--- config.mk ---
export PLATFORM = sky130hd
export DESIGN_NAME = dtr_div
export DESIGN_NICKNAME = d
export VERILOG_FILES = /design/src/sv/dirty_tile_run_tracker_assert.svh /design/src/sv/dtr_pkg.sv /design/src/sv/dtr_div.sv
export SDC_FILE = /design/constraint.sdc
export NUM_CORES = 1
export LEC_CHECK = 0
export ABC_AREA = 1
export BUFFER_PORTS_ARGS = -buffer_cell sky130_fd_sc_hd__buf_2
export CELL_PAD_IN_SITES_DETAIL_PLACEMENT = 0
export CELL_PAD_IN_SITES_GLOBAL_PLACEMENT = 1
export CORE_ASPECT_RATIO = 1.4
export CORE_MARGIN = 4
export CORE_UTILIZATION = 28
export DETAILED_ROUTE_END_ITERATION = 7
export GPL_ROUTABILITY_DRIVEN = 0
export GPL_TIMING_DRIVEN = 0
export PLACE_DENSITY = 0.62
export SYNTH_ARGS = -nofsm -noshare
export SYNTH_HDL_FRONTEND = slang
export SYNTH_SLANG_ARGS = --single-unit
--- constraint.sdc ---
create_clock -name clock -period 1.9 [get_ports clock]
set_input_delay 0.19 -clock clock [delete_from_list [all_inputs] [get_ports clock]]
set_output_delay 0.19 -clock clock [all_outputs]
set_load 0.05 [all_outputs]
--- src/sv/dirty_tile_run_tracker_assert.svh ---
// Assertion macros for the dirty tile run tracker.
// Included by the top level; needs nothing else.
`ifndef DIRTY_TILE_RUN_TRACKER_ASSERT_SVH
`define DIRTY_TILE_RUN_TRACKER_ASSERT_SVH

`ifndef SYNTHESIS

// same-cycle implication, off while reset is high
`define DTR_ASSERT_NOW(label, clk, rst, ante, cons, msg) \
   label: assert property (@(posedge clk) disable iff (rst) (ante) |-> (cons)) else $error(msg);

// next-cycle implication, off while reset is high
`define DTR_ASSERT_NEXT(label, clk, rst, ante, cons, msg) \
   label: assert property (@(posedge clk) disable iff (rst) (ante) |=> (cons)) else $error(msg);

`else

`define DTR_ASSERT_NOW(label, clk, rst, ante, cons, msg)
`define DTR_ASSERT_NEXT(label, clk, rst, ante, cons, msg)

`endif

`endif

--- src/sv/dtr_pkg.sv ---
// Shared types, constants and helper functions of the dirty tile run tracker.
// No dependencies; imported by dtr_div, the top level and the bench.
package dtr_pkg;

   localparam int WORD_W        = 32;   // bitmap word, tiles per RAM entry
   localparam int BIT_W         = 5;    // bit position within a word
   localparam int CFG_W         = 13;   // screen size and rectangle fields
   localparam int SHIFT_W       = 3;
   localparam int PROD_W        = 26;   // 13 x 13 product
   localparam int RUN_X_W       = 12;
   localparam int RUN_W_W       = 13;
   localparam int RUN_H_W       = 5;
   localparam int CSR_IDX_W     = 2;
   localparam int DEF_MAX_TILES = 8192;

   // register indexes
   localparam logic [CSR_IDX_W-1:0] CSR_SCREEN_WIDTH  = 2'd0;
   localparam logic [CSR_IDX_W-1:0] CSR_SCREEN_HEIGHT = 2'd1;
   localparam logic [CSR_IDX_W-1:0] CSR_TILE_SHIFT    = 2'd2;

   // request modes
   localparam logic MODE_MARK  = 1'b0;
   localparam logic MODE_FETCH = 1'b1;

   localparam logic [CFG_W-1:0]   RST_WIDTH  = 13'd640;
   localparam logic [CFG_W-1:0]   RST_HEIGHT = 13'd480;
   localparam logic [SHIFT_W-1:0] RST_SHIFT  = 3'd3;
   localparam logic [SHIFT_W-1:0] MAX_SHIFT  = 3'd4;

   typedef logic [WORD_W-1:0] dtr_word_type;

   typedef struct packed {
      logic             found;
      logic [BIT_W-1:0] pos;
   } dtr_find_type;

   typedef struct packed {
      logic busy;
      logic done;
   } dtr_div_stat_type;

   typedef enum logic [4:0] {
      ST_CLEAR,
      ST_IDLE,
      ST_M_CLIP,
      ST_M_BASE,
      ST_M_ROW,
      ST_M_RD,
      ST_M_WR,
      ST_M_OUT,
      ST_F_LIM,
      ST_F_RD,
      ST_F_CHK,
      ST_F_DIV,
      ST_F_EXT,
      ST_F_XRD,
      ST_F_XLD,
      ST_F_OUT,
      ST_F_DONE
   } dtr_state_type;

   // lowest set bit of a word
   function automatic dtr_find_type find_first(input dtr_word_type v);
      dtr_find_type f;
      f.found = 1'b0;
      f.pos   = '0;
      for (int b = WORD_W - 1; b >= 0; b--) begin
         if (v[b]) begin
            f.found = 1'b1;
            f.pos   = BIT_W'(b);
         end
      end
      return f;
   endfunction

   // ones at and above bit lo
   function automatic dtr_word_type mask_from(input logic [BIT_W-1:0] lo);
      dtr_word_type m;
      m = '1;
      return m << lo;
   endfunction

   // ones at and below bit hi
   function automatic dtr_word_type mask_to(input logic [BIT_W-1:0] hi);
      dtr_word_type m;
      m = '1;
      return m >> (BIT_W'(WORD_W - 1) - hi);
   endfunction

endpackage

--- src/sv/dtr_div.sv ---
// Restoring divider, one quotient bit per cycle.
// Splits a tile index into row and column; uses dtr_pkg.
module dtr_div
   import dtr_pkg::*;
#(
   parameter int DW = 14,
   parameter int VW = CFG_W
) (
   input  logic             clock,
   input  logic             reset,
   input  logic             start,
   input  logic [DW-1:0]    dividend,
   input  logic [VW-1:0]    divisor,
   output dtr_div_stat_type stat,
   output logic [DW-1:0]    quotient,
   output logic [VW-1:0]    remainder
);

   localparam int CW = $clog2(DW + 1);

   logic [DW-1:0] quo_ff, quo_in;
   logic [VW-1:0] rem_ff, rem_in;
   logic [VW-1:0] dvs_ff, dvs_in;
   logic [CW-1:0] cnt_ff, cnt_in;
   logic          busy_ff, busy_in;
   logic          done_ff, done_in;
   logic [VW:0]   trial;

   // one shift-subtract step per cycle
   always_comb begin
      quo_in  = quo_ff;
      rem_in  = rem_ff;
      dvs_in  = dvs_ff;
      cnt_in  = cnt_ff;
      busy_in = busy_ff;
      done_in = 1'b0;
      trial   = {rem_ff, quo_ff[DW-1]};
      if (start) begin
         quo_in  = dividend;
         rem_in  = '0;
         dvs_in  = divisor;
         cnt_in  = CW'(DW);
         busy_in = 1'b1;
      end else if (busy_ff) begin
         if (trial >= {1'b0, dvs_ff}) begin
            rem_in = VW'(trial - {1'b0, dvs_ff});
            quo_in = {quo_ff[DW-2:0], 1'b1};
         end else begin
            rem_in = trial[VW-1:0];
            quo_in = {quo_ff[DW-2:0], 1'b0};
         end
         cnt_in = cnt_ff - CW'(1);
         if (cnt_ff == CW'(1)) begin
            busy_in = 1'b0;
            done_in = 1'b1;
         end
      end
   end

   always_ff @(posedge clock) begin
      if (reset) begin
         cnt_ff  <= '0;
         busy_ff <= 1'b0;
         done_ff <= 1'b0;
      end else begin
         cnt_ff  <= cnt_in;
         busy_ff <= busy_in;
         done_ff <= done_in;
      end
      quo_ff <= quo_in;
      rem_ff <= rem_in;
      dvs_ff <= dvs_in;
   end

   assign stat.busy = busy_ff;
   assign stat.done = done_ff;
   assign quotient  = quo_ff;
   assign remainder = rem_ff;

endmodule

Word-level counts from Yosys, hierarchy flattened
Index checks and enable logic that the tools add are counted.

Bits in registers: 46. Input port bits: 30. Output and inout bits: 29.

Add/sub/neg operators: 2. $lt $le $gt $ge: 1. Eq/ne operators: 1. Multiplexer cells: 10. Bitwise logic cells: 1. Reduce and logical (&&, ||, !) cells: 3.

Operators by type and width (count): two-way mux 14 bit (2); greater-or-equal comparator 14 x 13 -> 1 bit (1); two-way mux 13 bit (1); subtractor 13 bit (1); two-way mux 4 bit (2); two-way mux 1 bit (5); == test 4 x 1 -> 1 bit, second input constant (1); subtractor 4 x 1 -> 4 bit, second input constant (1); OR reduction 3 bit (1); nonzero test 2 bit (1); OR reduction 2 bit (1); inverter 1 bit (1).

Depth between registers and ports, before layout
Gate-level depths: netlist of run 1.

Depth in word-level cells: 4. Gate-level depth with buffers: 15. Depth with buffers taken out: 14.

Least setup slack after synthesis of run 1
Ideal clock, no wire load.

Path type: register to register. Start point: reg quo_ff[13] (netlist: quotient[13]). End point: reg quo_ff[0] (netlist: quotient[0]) (data pin). Library setup time: 0.253 ns. Data arrival time: 2.103 ns. Required time: 1.647 ns. Path slack: -0.455 ns. Cell stages (with the launch flop): 14. Path buffers: 1. Cell sequence: edfxtp_1 -> inv_1 -> ha_1 -> inv_1 -> fa_1 -> nand2_1 -> nand2_1 -> nand3_1 -> nand2_1 -> nand2_2 -> nand3_2 -> buf_4 -> nand2_1 -> nand2_1.

Word-level cells in the longest chain between the ends: 4.

Ends and longest elaborated chain: start, declared (RTL line dtr_div.sv:21) `logic [DW-1:0] quo_ff, quo_in;`; start signal, assigned (RTL line dtr_div.sv:70) `quo_ff <= quo_in;`; greater-or-equal comparator 14 x 13 -> 1 bit (RTL line dtr_div.sv:45) `if (trial >= {1'b0, dvs_ff}) begin`; two-way mux 1 bit (RTL line dtr_div.sv:45); two-way mux 14 bit (RTL line dtr_div.sv:44) `end else if (busy_ff) begin`; two-way mux 14 bit (RTL line dtr_div.sv:38) `if (start) begin`; via quo_in[0] (RTL line dtr_div.sv:21).

The timed path passes the listed nets, and every way through them passes these cells. The select of a mux whose other input is x is not followed. A chain may end at the register's enable or synchronous reset.

Worst setup path in the final report of run 1
Start point: reg quo_ff[13] (netlist: quotient[13]). End point: reg rem_ff[0] (netlist: remainder[0]).

Word-level cells in the longest chain between the ends: 2.

Ends and longest elaborated chain: subtractor 13 bit / greater-or-equal comparator 14 x 13 -> 1 bit (equally long branches) (RTL line dtr_div.sv:46, dtr_div.sv:45); two-way mux 13 bit (*) (RTL line dtr_div.sv:45); end signal, assigned (RTL line dtr_div.sv:71) `rem_ff <= rem_in;`; end, declared (RTL line dtr_div.sv:22) `logic [VW-1:0] rem_ff, rem_in;`.

Every way passes the cells marked *; elsewhere a longest branch is shown, timed or not.

==> results of run 1 <==
==> synth_stat cells (2+ instances only) <==
cell	instances
nand2_1	140
edfxtp_1	27
nand4_1	9
nor2_1	34
dfxtp_1	19
xor2_1	2
buf_4	3
a21oi_1	4
nand3b_1	2
o21ai_0	4
xnor2_1	2
clkbuf_1	4
nor2_2	4
inv_1	63
ha_1	15
o21bai_1	2
nand3_1	26
nand2_2	3
o21ai_1	2
==> timing repair <==
| action | in CTS | in global routing |
|---|---|---|
| cloned | 1 | 0 |
| endpoints found under the setup margin | 14 | 14 |
| pin swaps | 8 | 19 |
| buffers inserted | 16 | 4 |
| gates resized for setup | 26 | 29 |
| hold buffers | 0 | 0 |
==> registers in the layout (all words and copies together), names as in the netlist <==
register	flops
done_ff	1
remainder	13
cnt_ff	4
dvs_ff	13
quotient	14
busy_ff	1
==> per-stage QoR <==
step	util, %	setup slack, ns	setup TNS [ns]
floorplan	-	-0.371	-4.36
global placement	33.6	-0.346	-7.35
detailed placement	33.6	-0.370	-7.31
CTS	37.7	-0.210	-2.17
global route	39.1	-0.235	-2.66
finish	39.1	-0.135	-0.914
==> kinds of logic (layout without fill, tap and decap cells) <==
kind of cell,count (synthesis),in the layout,share of synthesized area (%)
AND/OR/NAND/NOR,222,222,34.0
flip-flops,46,46,43.5
adder cells (fa/ha/maj),16,16,7.59
XOR/XNOR,4,4,1.28
AO/OA/AOI/OAI,15,15,3.20
buffers and inverters,71,157,10.4
==> critical path: cells and delay by family, from the launching register on <==
family | cells | cell delay, ns
buffers and inverters | 12 | 1.39
AND/OR/NAND/NOR | 3 | 0.23
flip-flops | 1 | 0.36
==> worst max-delay path by stage <==
stage / start / end / slack (ns) / cells past startpoint
2_1_floorplan: quotient[13] / quotient[0] / -0.37 / 13
3_3_place_gp: quotient[13] / remainder[1] / -0.35 / 15
3_5_place_dp: quotient[13] / remainder[1] / -0.37 / 15
4_1_cts: quotient[13] / quotient[0] / -0.21 / 13
5_1_grt: quotient[13] / remainder[1] / -0.23 / 15
6_report: quotient[13] / remainder[0] / -0.13 / 15
==> power by group through the flow <==
stage	registers, mW	logic (mW)	clock network, mW
2_1_floorplan	1.30	0.212	0
3_3_place_gp	1.18	0.460	0
3_5_place_dp	1.18	0.461	0
4_1_cts	1.16	0.516	1.05
5_1_grt	1.17	0.594	1.09
6_report	1.17	0.536	1.02
==> metal layers <==
metal  wire length (µm)  share of wire, %  vias to the layer above
li1                   -                 -                     1340
met3                285               3.7                        7
met2               4140                53                       46
met5                  0                 0                        -
met1               3140                41                     1150
met4                175               2.3                        0
==> area by class of cell <==
cell class              instances  area share, %
inverters                      63           6.36
flip-flops and latches         46           32.2
clock inverters                 3           1.08
plain buffers                   8           1.51
well taps                     132           4.44
repair buffers                 78           12.5
clock buffers                   5           3.37
multi-input cells             257           38.6
==> summary.md, run 1 <==
| Metric | Value |
|---|---|
| Outcome | finished, violations left |
| Violated checks | setup timing |
| Lkg Pwr | 1.92 nW |
| Cell variety after synth | 28 |
| Top cell type's share of synthesized area | 29.6% |
| Max incr delay on CP | 0.36 ns |
| Core area | 9510 µm² |
| Min Tclk post-route | 2.03 ns |
| Fraction of the yosys area taken by sequential cells | 43.5% |
| Hold Crit Start | divisor[6] |
| Footprint of the multi-input gates | 1430 µm² |
| DRT Pass-1 Iters | 4 |
| Crit-path most repeated cell | buf_4 |
| RSZ-0062 raised after global routing | true |
| Post-route ant nets | 0 |
| Power density cells | 732 nW/µm² |
| Sequential Power Share | 42.9% |
| Ys async rst share | 0% |
| Clk buf depth | 2 |
| Synth Flop Type | edfxtp_1 |
| Synth area leaders | edfxtp_1 (30%), nand2_1 (19%), dfxtp_1 (14%), inv_1 (8.6%), ha_1 (6.9%) |
| Comb pwr share | 19.7% |
| Full die area | 11,400 µm² |
| Antenna cells | 0 |
| Critical Path AT | 2.27 ns |
| Commonest non-fill, non-tap cells in the layout | nand2_1 (130), inv_1 (60), buf_2 (58), edfxtp_1 (27), nor2_1 (24) |
| Overall Global Routing Usage | 14.2% |
| Setup WS post-layout | -0.135 ns |
| Avg WL per Cell | 13.1 µm |
| Hold WS | 0.0650 ns |
| Max-slew violations | 0 |
| Num CTS Buffers | 5 |
| Overall routed net length | 7.75 mm |
| Worst Tran Pin Value | 0.755 ns |
| Slowest cell on the critical path | edfxtp_1 |
| Via count | 2,543 |
| Clock Pin Slew Worst Setup and Hold Paths | 0.07 ns |
| Final Cell Area | 3720 µm² |
| Clk pwr share | 37.4% |
| Vias in the first global route | 2,646 |
| GR Overflow Total | 0 |
| Hold depth | 1 |
| DP HPWL | 5.60 mm |
| Post-Syn Nets | 420 |
| Cell area after placement | 3200 µm² |
| P&R area growth vs syn | 35.8% |
| Non-filler instance count after layout | 592 |
| DP Cell Count | 564 |
| Critical path class | flip-flop to flip-flop |
| Clock Skew | 0.00412 ns |
| Met2 track demand over resource | 27.0% |
| Min-delay worst type | primary input to flip-flop |
| Largest net degree at the start of global routing | 20 |
| Max Fanout on Critical Path | 2 |
| Number of synthesized flops with an enable pin | 27 |
| Final hold violations | 0 |
| Site row count | 42 |
| Peak VDD IR | 0.000396 V |
| Worst Setup End Kind | flip-flop |
| R2R Path Start | quotient[13] |
| Net Sw Frac | 29.0% |
| Final Power | 2.72 mW |
| Peak Freq | 0.491 GHz |
| DRC viols | 0 |
| Post-DR vias/cell | 4.30 |
| Met3 usage | 2.82% |
| TritonCTS clock tree | done |
| Met1 Track Usage GR | 15.3% |
| Fin nets | 505 |
| CP Cell Sequence | inv_2 > buf_4 > buf_4 > buf_4 > buf_4 > buf_4 > buf_4 > buf_4 > buf_4 > buf_4 > buf_4 > buf_4 > nand4_1 > nand3_1 > nand2_1 |
| Switching Power | 0.788 mW |
| Internal | 1.93 mW |
| Slew headroom | 49.6% |
| Synthesized area | 2740 µm² |
| Most common cell after layout, fill and taps aside | nand2_1 |
| Final Setup Violations | 14 |
| Cell count of the worst reg-to-reg path | 15 |
| FF/Latch Area | 1200 µm² |
| Yosys warning count | 0 |
| Clock latency on the worst-skew pair | 0.30 ns |
| Worst reg2reg endpoint | remainder[0] |
| Worst setup SP type | flip-flop |
| Filler cells | 1,013 |
| H-tree levels | 2 |
| Initial antenna violation count | 0 |
| Post-synthesis cell count | 374 |
| Initial core utilization | 28.8% |
| Hold endpoint | dvs_ff[6] |
| DRT iter0 DRCs | 109 |
| Grt peak-use layer | met2 |
| Avg Cell Area, Syn | 7.32 µm² |
| Register-to-Register Setup Slack | -0.13 ns |
| DIE HEIGHT | 125 µm |
| CTS root buf | clkbuf_16 |
| #FFs+latches synth | 46 |
| Fraction of the cycle the final worst path needs | 107% |
| Port buffer count | 58 |
| WP data required | 2.13 ns |
| Largest area contributor in the netlist | edfxtp_1 |
| # IOs | 59 |
| Die Span X | 91.6 µm |
| First-pass GRT wire length | 12.8 mm |
| Share of cells above drive strength 1 | 30.0% |
| Max-cap violations | 0 |
| Clock sink count | 46 |
No activity file was read; power rests on OpenSTA's default activity.
==> run 2: changes to the inputs <==
==> constraint.sdc (replaced) <==
create_clock -name clock -period 1.9 [get_ports clock]
set_input_delay 0.38 -clock clock [delete_from_list [all_inputs] [get_ports clock]]
set_output_delay 0.38 -clock clock [all_outputs]
set_load 0.05 [all_outputs]
==> summary.md, run 2 (synthesis gave the netlist of run 1 again) <==
| Metric | Value |
|---|---|
| Largest net degree at the start of global routing | 20 (unchanged) |
| DP HPWL | 5.60 mm (unchanged) |
| Max-cap violations | 0 (unchanged) |
| Commonest non-fill, non-tap cells in the layout | nand2_1 (130), inv_1 (59), buf_2 (58), edfxtp_1 (27), nor2_1 (25) |
| Antenna cells | 0 (unchanged) |
| Filler cells | 1,021 (+0.79%) |
| Post-route ant nets | 0 (unchanged) |
| DRT Pass-1 Iters | 4 (unchanged) |
| Most common cell after layout, fill and taps aside | nand2_1 |
| DRT iter0 DRCs | 107 (-1.8%) |
| Worst Setup End Kind | flip-flop |
| Slowest cell on the critical path | edfxtp_1 |
| Share of cells above drive strength 1 | 29.8% (-0.15 points) |
| Initial core utilization | 28.8% (unchanged) |
| Min-delay worst type | primary input to flip-flop |
| Worst Tran Pin Value | 0.582 ns (-0.173 ns) |
| Overall Global Routing Usage | 14.1% (about the same) |
| First-pass GRT wire length | 12.8 mm (about the same) |
| Post-DR vias/cell | 4.29 (-0.22%) |
| Crit-path most repeated cell | buf_4 |
| P&R area growth vs syn | 34.6% |
| Vias in the first global route | 2,646 (unchanged) |
| Setup WS post-layout | -0.134 ns (+0.000471 ns) |
| Num CTS Buffers | 5 (unchanged) |
| FF/Latch Area | 1200 µm² (unchanged) |
| Max Fanout on Critical Path | 2 (unchanged) |
| Die Span X | 91.6 µm (unchanged) |
| CTS root buf | clkbuf_16 |
| Slew headroom | 61.2% (+12 points) |
| Final hold violations | 0 (unchanged) |
| Critical path class | flip-flop to flip-flop |
| Peak Freq | 0.492 GHz (about the same) |
| Overall routed net length | 7.72 mm (-0.32%) |
| H-tree levels | 2 (unchanged) |
| Core area | 9510 µm² (unchanged) |
| Non-filler instance count after layout | 591 (-0.17%) |
| Clock Skew | 0.00379 ns (-0.000331 ns) |
| Clock latency on the worst-skew pair | 0.30 ns (about the same) |
| Lkg Pwr | 1.91 nW (-0.33%) |
| RSZ-0062 raised after global routing | true |
| Site row count | 42 (unchanged) |
| DIE HEIGHT | 125 µm (unchanged) |
| GR Overflow Total | 0 (unchanged) |
| Initial antenna violation count | 0 (unchanged) |
| CP Cell Sequence | inv_2 > buf_4 > buf_4 > buf_4 > buf_4 > buf_4 > buf_4 > buf_4 > buf_4 > buf_4 > buf_4 > buf_4 > nand4_1 > nand3_1 > nand2_1 |
| Final Setup Violations | 13 (-1) |
| Hold WS | 0.255 ns (+0.190 ns) |
| Power density cells | 736 nW/µm² (+0.64%) |
| WP data required | 2.13 ns (about the same) |
| Fin nets | 504 (-0.20%) |
| Min Tclk post-route | 2.03 ns (-0.000471 ns) |
| # IOs | 59 (unchanged) |
| DP Cell Count | 564 (unchanged) |
| Place WS | -0.370 ns (unchanged) |
| TritonCTS clock tree | done |
| DRC viols | 0 (unchanged) |
| Clock Pin Slew Worst Setup and Hold Paths | 0.06 ns (about the same) |
| Max incr delay on CP | 0.36 ns (about the same) |
| Outcome | finished, violations left |
| Via count | 2,533 (-0.39%) |
| Footprint of the multi-input gates | 1410 µm² (-1.7%) |
| Clock sink count | 46 (unchanged) |
| Max-slew violations | 0 (unchanged) |
| Largest register FFs | 14 (unchanged) |
| Violated checks | setup timing |
| Clk buf depth | 2 (unchanged) |
| Avg WL per Cell | 13.1 µm (-0.15%) |
| Fraction of the cycle the final worst path needs | 107% (about the same) |
| Critical Path AT | 2.27 ns (about the same) |
| Peak VDD IR | 0.000396 V (about the same) |
| Port buffer count | 58 (unchanged) |
| Full die area | 11,400 µm² (unchanged) |
| Worst setup SP type | flip-flop |
## run 2: cell types whose count changed in the layout (fill, tap and decap cells not counted), sizes merged
cell,delta
clkinvlp,+1
buf,-1
inv,-1
## run 2: critical path: cells and delay by family (launching register included)
kind / cells / cell delay, ns
flops: 1 / 0.36
buf+inv: 12 / 1.39
simple gates: 3 / 0.23
## run 2: per-stage QoR
stage / utilization, % / setup TNS, ns / total power [mW] / cell area (µm²)
detailed placement: 33.6 / -12.24 / 1.64 / 3200
CTS: 37.8 / -2.18 / 2.73 / 3590
global route: 38.8 / -2.50 / 2.85 / 3690
global placement: 33.6 / -12.31 / 1.64 / 3200
finish: 38.8 / -0.792 / 2.71 / 3690
floorplan: - / -4.36 / 1.51 / 2740
## run 2: path summary, 6_finish.rpt
check	startpoint	end	slack (ns)	cells after the start
hold reg to reg	cnt_ff[3]	cnt_ff[3]	0.48	2
setup / recovery	quotient[13]	remainder[0]	-0.13	15
hold / removal	divisor[11]	dvs_ff[11]	0.26	1
setup reg to reg	quotient[13]	remainder[0]	-0.13	15
## run 2: layout make-up
class | instances | share of cell area [%]
sequential | 46 | 32.5
clock inverter | 3 | 1.09
clock buffer | 5 | 3.39
tap | 132 | 4.48
buffer | 8 | 1.56
timing repair buffer | 77 | 12.3
inverter | 63 | 6.52
multi-input combinational | 257 | 38.2
## run 2: what timing repair did
item                       CTS  global route
cloned                       1             0
hold buffers                 0             0
resized for setup           27            27
setup endpoints to repair   28            24
hold endpoints to repair     0             0
pin swaps                    8            16
setup buffers               16             4
## run 2: power by group
part | internal, mW | switching [mW] | leakage, nW
Sequential | 1.13 | 0.0345 | 0.428
Clock | 0.617 | 0.401 | 0.0836
Combinational | 0.181 | 0.351 | 1.40
Total | 1.93 | 0.786 | 1.91
## run 2: metal layers
layer | GRT usage [%] | wire length, µm | part of all wire [%]
met1 | 15.3 | 3130 | 41
met2 | 27.0 | 4140 | 54
met3 | 2.82 | 273 | 3.5
met4 | 4.53 | 175 | 2.3
met5 | 0 | 0 | 0
==> run 3: changes to the inputs <==
Settings changed: REMOVE_ABC_BUFFERS set to 1, SKIP_LAST_GASP set to 1.
==> summary.md, run 3 (synthesis gave the netlist of run 1 again) <==
| Metric | Value |
|---|---|
| Outcome | finished, violations left |
| Violated checks | setup timing |
| Hold Crit Start | divisor[0] |
| Final hold violations | 0 (unchanged) |
| DRC viols | 0 (unchanged) |
| CTS root buf | clkbuf_16 |
| Worst Setup End Kind | flip-flop |
| Port buffer count | 58 (unchanged) |
| Die Span X | 91.6 µm (unchanged) |
| Initial antenna violation count | 0 (unchanged) |
| Clock Pin Slew Worst Setup and Hold Paths | 0.07 ns (about the same) |
| Lkg Pwr | 1.86 nW (-3.0%) |
| Core area | 9510 µm² (unchanged) |
| Clock latency on the worst-skew pair | 0.29 ns (about the same) |
| Fraction of the cycle the final worst path needs | 106% (-0.67 points) |
| P&R area growth vs syn | 32.9% |
| Avg WL per Cell | 12.8 µm (-1.8%) |
| Site row count | 42 (unchanged) |
| Clock Skew | 0.00800 ns (+0.00421 ns) |
| Hold Buf Count CTS | 0 (unchanged) |
| Most common cell after layout, fill and taps aside | nand2_1 |
| Max-cap violations | 0 (unchanged) |
| Peak VDD IR | 0.000571 V (+44%) |
| WP data required | 2.07 ns (-0.06 ns) |
| Final core occ | 38.3% (-0.50 points) |
| Register-to-Register Setup Slack | -0.12 ns (about the same) |
| Max Fanout on Critical Path | 2 (unchanged) |
| Clock sink count | 46 (unchanged) |
| H-tree levels | 2 (unchanged) |
| Commonest non-fill, non-tap cells in the layout | nand2_1 (130), inv_1 (60), buf_2 (58), nor2_1 (27), edfxtp_1 (27) |
| Num CTS Buffers | 5 (unchanged) |
| DP HPWL | 5.33 mm (-4.7%) |
| Peak Freq | 0.495 GHz (+0.63%) |
| Final Power | 2.53 mW (-7.0%) |
| DRT iter0 DRCs | 90 (-16%) |
| Min-delay worst type | primary input to flip-flop |
| Largest net degree at the start of global routing | 34 (+70%) |
| Critical Path AT | 2.19 ns (-0.08 ns) |
| Critical path launch point | quotient[13] |
| Worst setup SP type | flip-flop |
| Full die area | 11,400 µm² (unchanged) |
| Power density cells | 694 nW/µm² (-5.7%) |
| Max-slew violations | 0 (unchanged) |
| Min Tclk post-route | 2.02 ns (-0.0127 ns) |
| Overall Global Routing Usage | 13.3% (-0.84 points) |
| DP Cell Count | 556 (-1.4%) |
| Via count | 2,571 (+1.5%) |
| Worst Tran Pin Value | 0.721 ns (+0.139 ns) |
| Non-filler instance count after layout | 581 (-1.7%) |
| Post-DR vias/cell | 4.43 (+3.2%) |
| First-pass GRT wire length | 12.3 mm (-4.2%) |
| Clk buf depth | 2 (unchanged) |
| Setup TNS | -0.971 ns (-0.178 ns) |
| Vias in the first global route | 2,563 (-3.1%) |
| Share of cells above drive strength 1 | 27.4% (-2.5 points) |
| Initial core utilization | 28.8% (unchanged) |
| Slew headroom | 51.9% (-9.3 points) |
| Largest register FFs | 14 (unchanged) |
| DIE HEIGHT | 125 µm (unchanged) |
| Final Setup Violations | 14 (+1) |
| Critical path class | flip-flop to flip-flop |
| # IOs | 59 (unchanged) |
| Setup WS post-layout | -0.121 ns (+0.0127 ns) |
| GR Overflow Total | 0 (unchanged) |
| TritonCTS clock tree | done |
| Antenna cells | 0 (unchanged) |
| Post-route ant nets | 0 (unchanged) |
| R2R Path Start | quotient[13] |
| Overall routed net length | 7.45 mm (-3.5%) |
| Filler cells | 1,031 (+0.98%) |
| RSZ-0062 raised after global routing | true |
| DRT Pass-1 Iters | 4 (unchanged) |
| Fin nets | 494 (-2.0%) |
-- run 3: cell count changes in the layout (fill, tap and decap cells not counted), sizes merged --
| cell | before | now |
|---|---|---|
| buf | 81 | 72 |
| nand3 | 27 | 30 |
| clkbuf | 9 | 7 |
| clkinv | 2 | 0 |
| bufinv | 1 | 0 |
| clkinvlp | 1 | 2 |
-- run 3: per-stage QoR --
stage          hold slack [ns]  setup slack, ns  area, µm²
3_5_place_dp             0.471           -0.719       3140
2_1_floorplan            0.442           -0.520       2690
6_report                 0.259           -0.121       3640
5_1_grt                  0.248           -0.223       3640
3_3_place_gp             0.461           -0.718       3140
4_1_cts                  0.252           -0.137       3480
-- run 3: repair_timing --
| item | CTS | global route |
|---|---|---|
| setup buffers | 9 | 5 |
| setup endpoints to repair | 29 | 29 |
| pin swaps | 14 | 26 |
| gates resized for setup | 18 | 32 |
| gates cloned | 3 | 0 |
-- run 3: path summary, 6_finish.rpt --
check	endpoint	depth (start not counted)
max	remainder[6]	14
min reg2reg	cnt_ff[3]	2
max reg2reg	remainder[6]	14
min	dvs_ff[0]	1
-- run 3: cell type report --
cell class,count,area [µm²],share of cell area (%)
Sequential cell,46,1190,32.7
Clock buffer,7,133,3.65
Inverter,63,243,6.67
Tap cell,132,165,4.54
Timing Repair Buffer,72,432,11.9
Clock inverter,1,7.51,0.206
Multi-Input combinational cell,260,1470,40.3
-- run 3: power by group --
part           switching (mW)  internal [mW]
Combinational           0.341          0.152
Clock                   0.378          0.489
Sequential             0.0339           1.13
-- run 3: worst max-delay path, cell delays in order (launching register included) --
cell and delay [ns]:
edfxtp_1 0.40, inv_2 0.09, ha_4 0.14, inv_4 0.04, fa_2 0.35, nand2_2 0.07, nand2_2 0.05, nand3_2 0.09
nand2_4 0.08, buf_4 0.14, buf_6 0.11, xnor2_2 0.15, nand2_2 0.07, nand3_2 0.06, o21ai_1 0.06
-- run 3: metal layers --
| metal | GRT usage, % | wire [µm] |
|---|---|---|
| met5 | 0 | 0 |
| met4 | 5.06 | 201 |
| met3 | 3.19 | 317 |
| met2 | 24.5 | 3960 |
| met1 | 14.4 | 2980 |
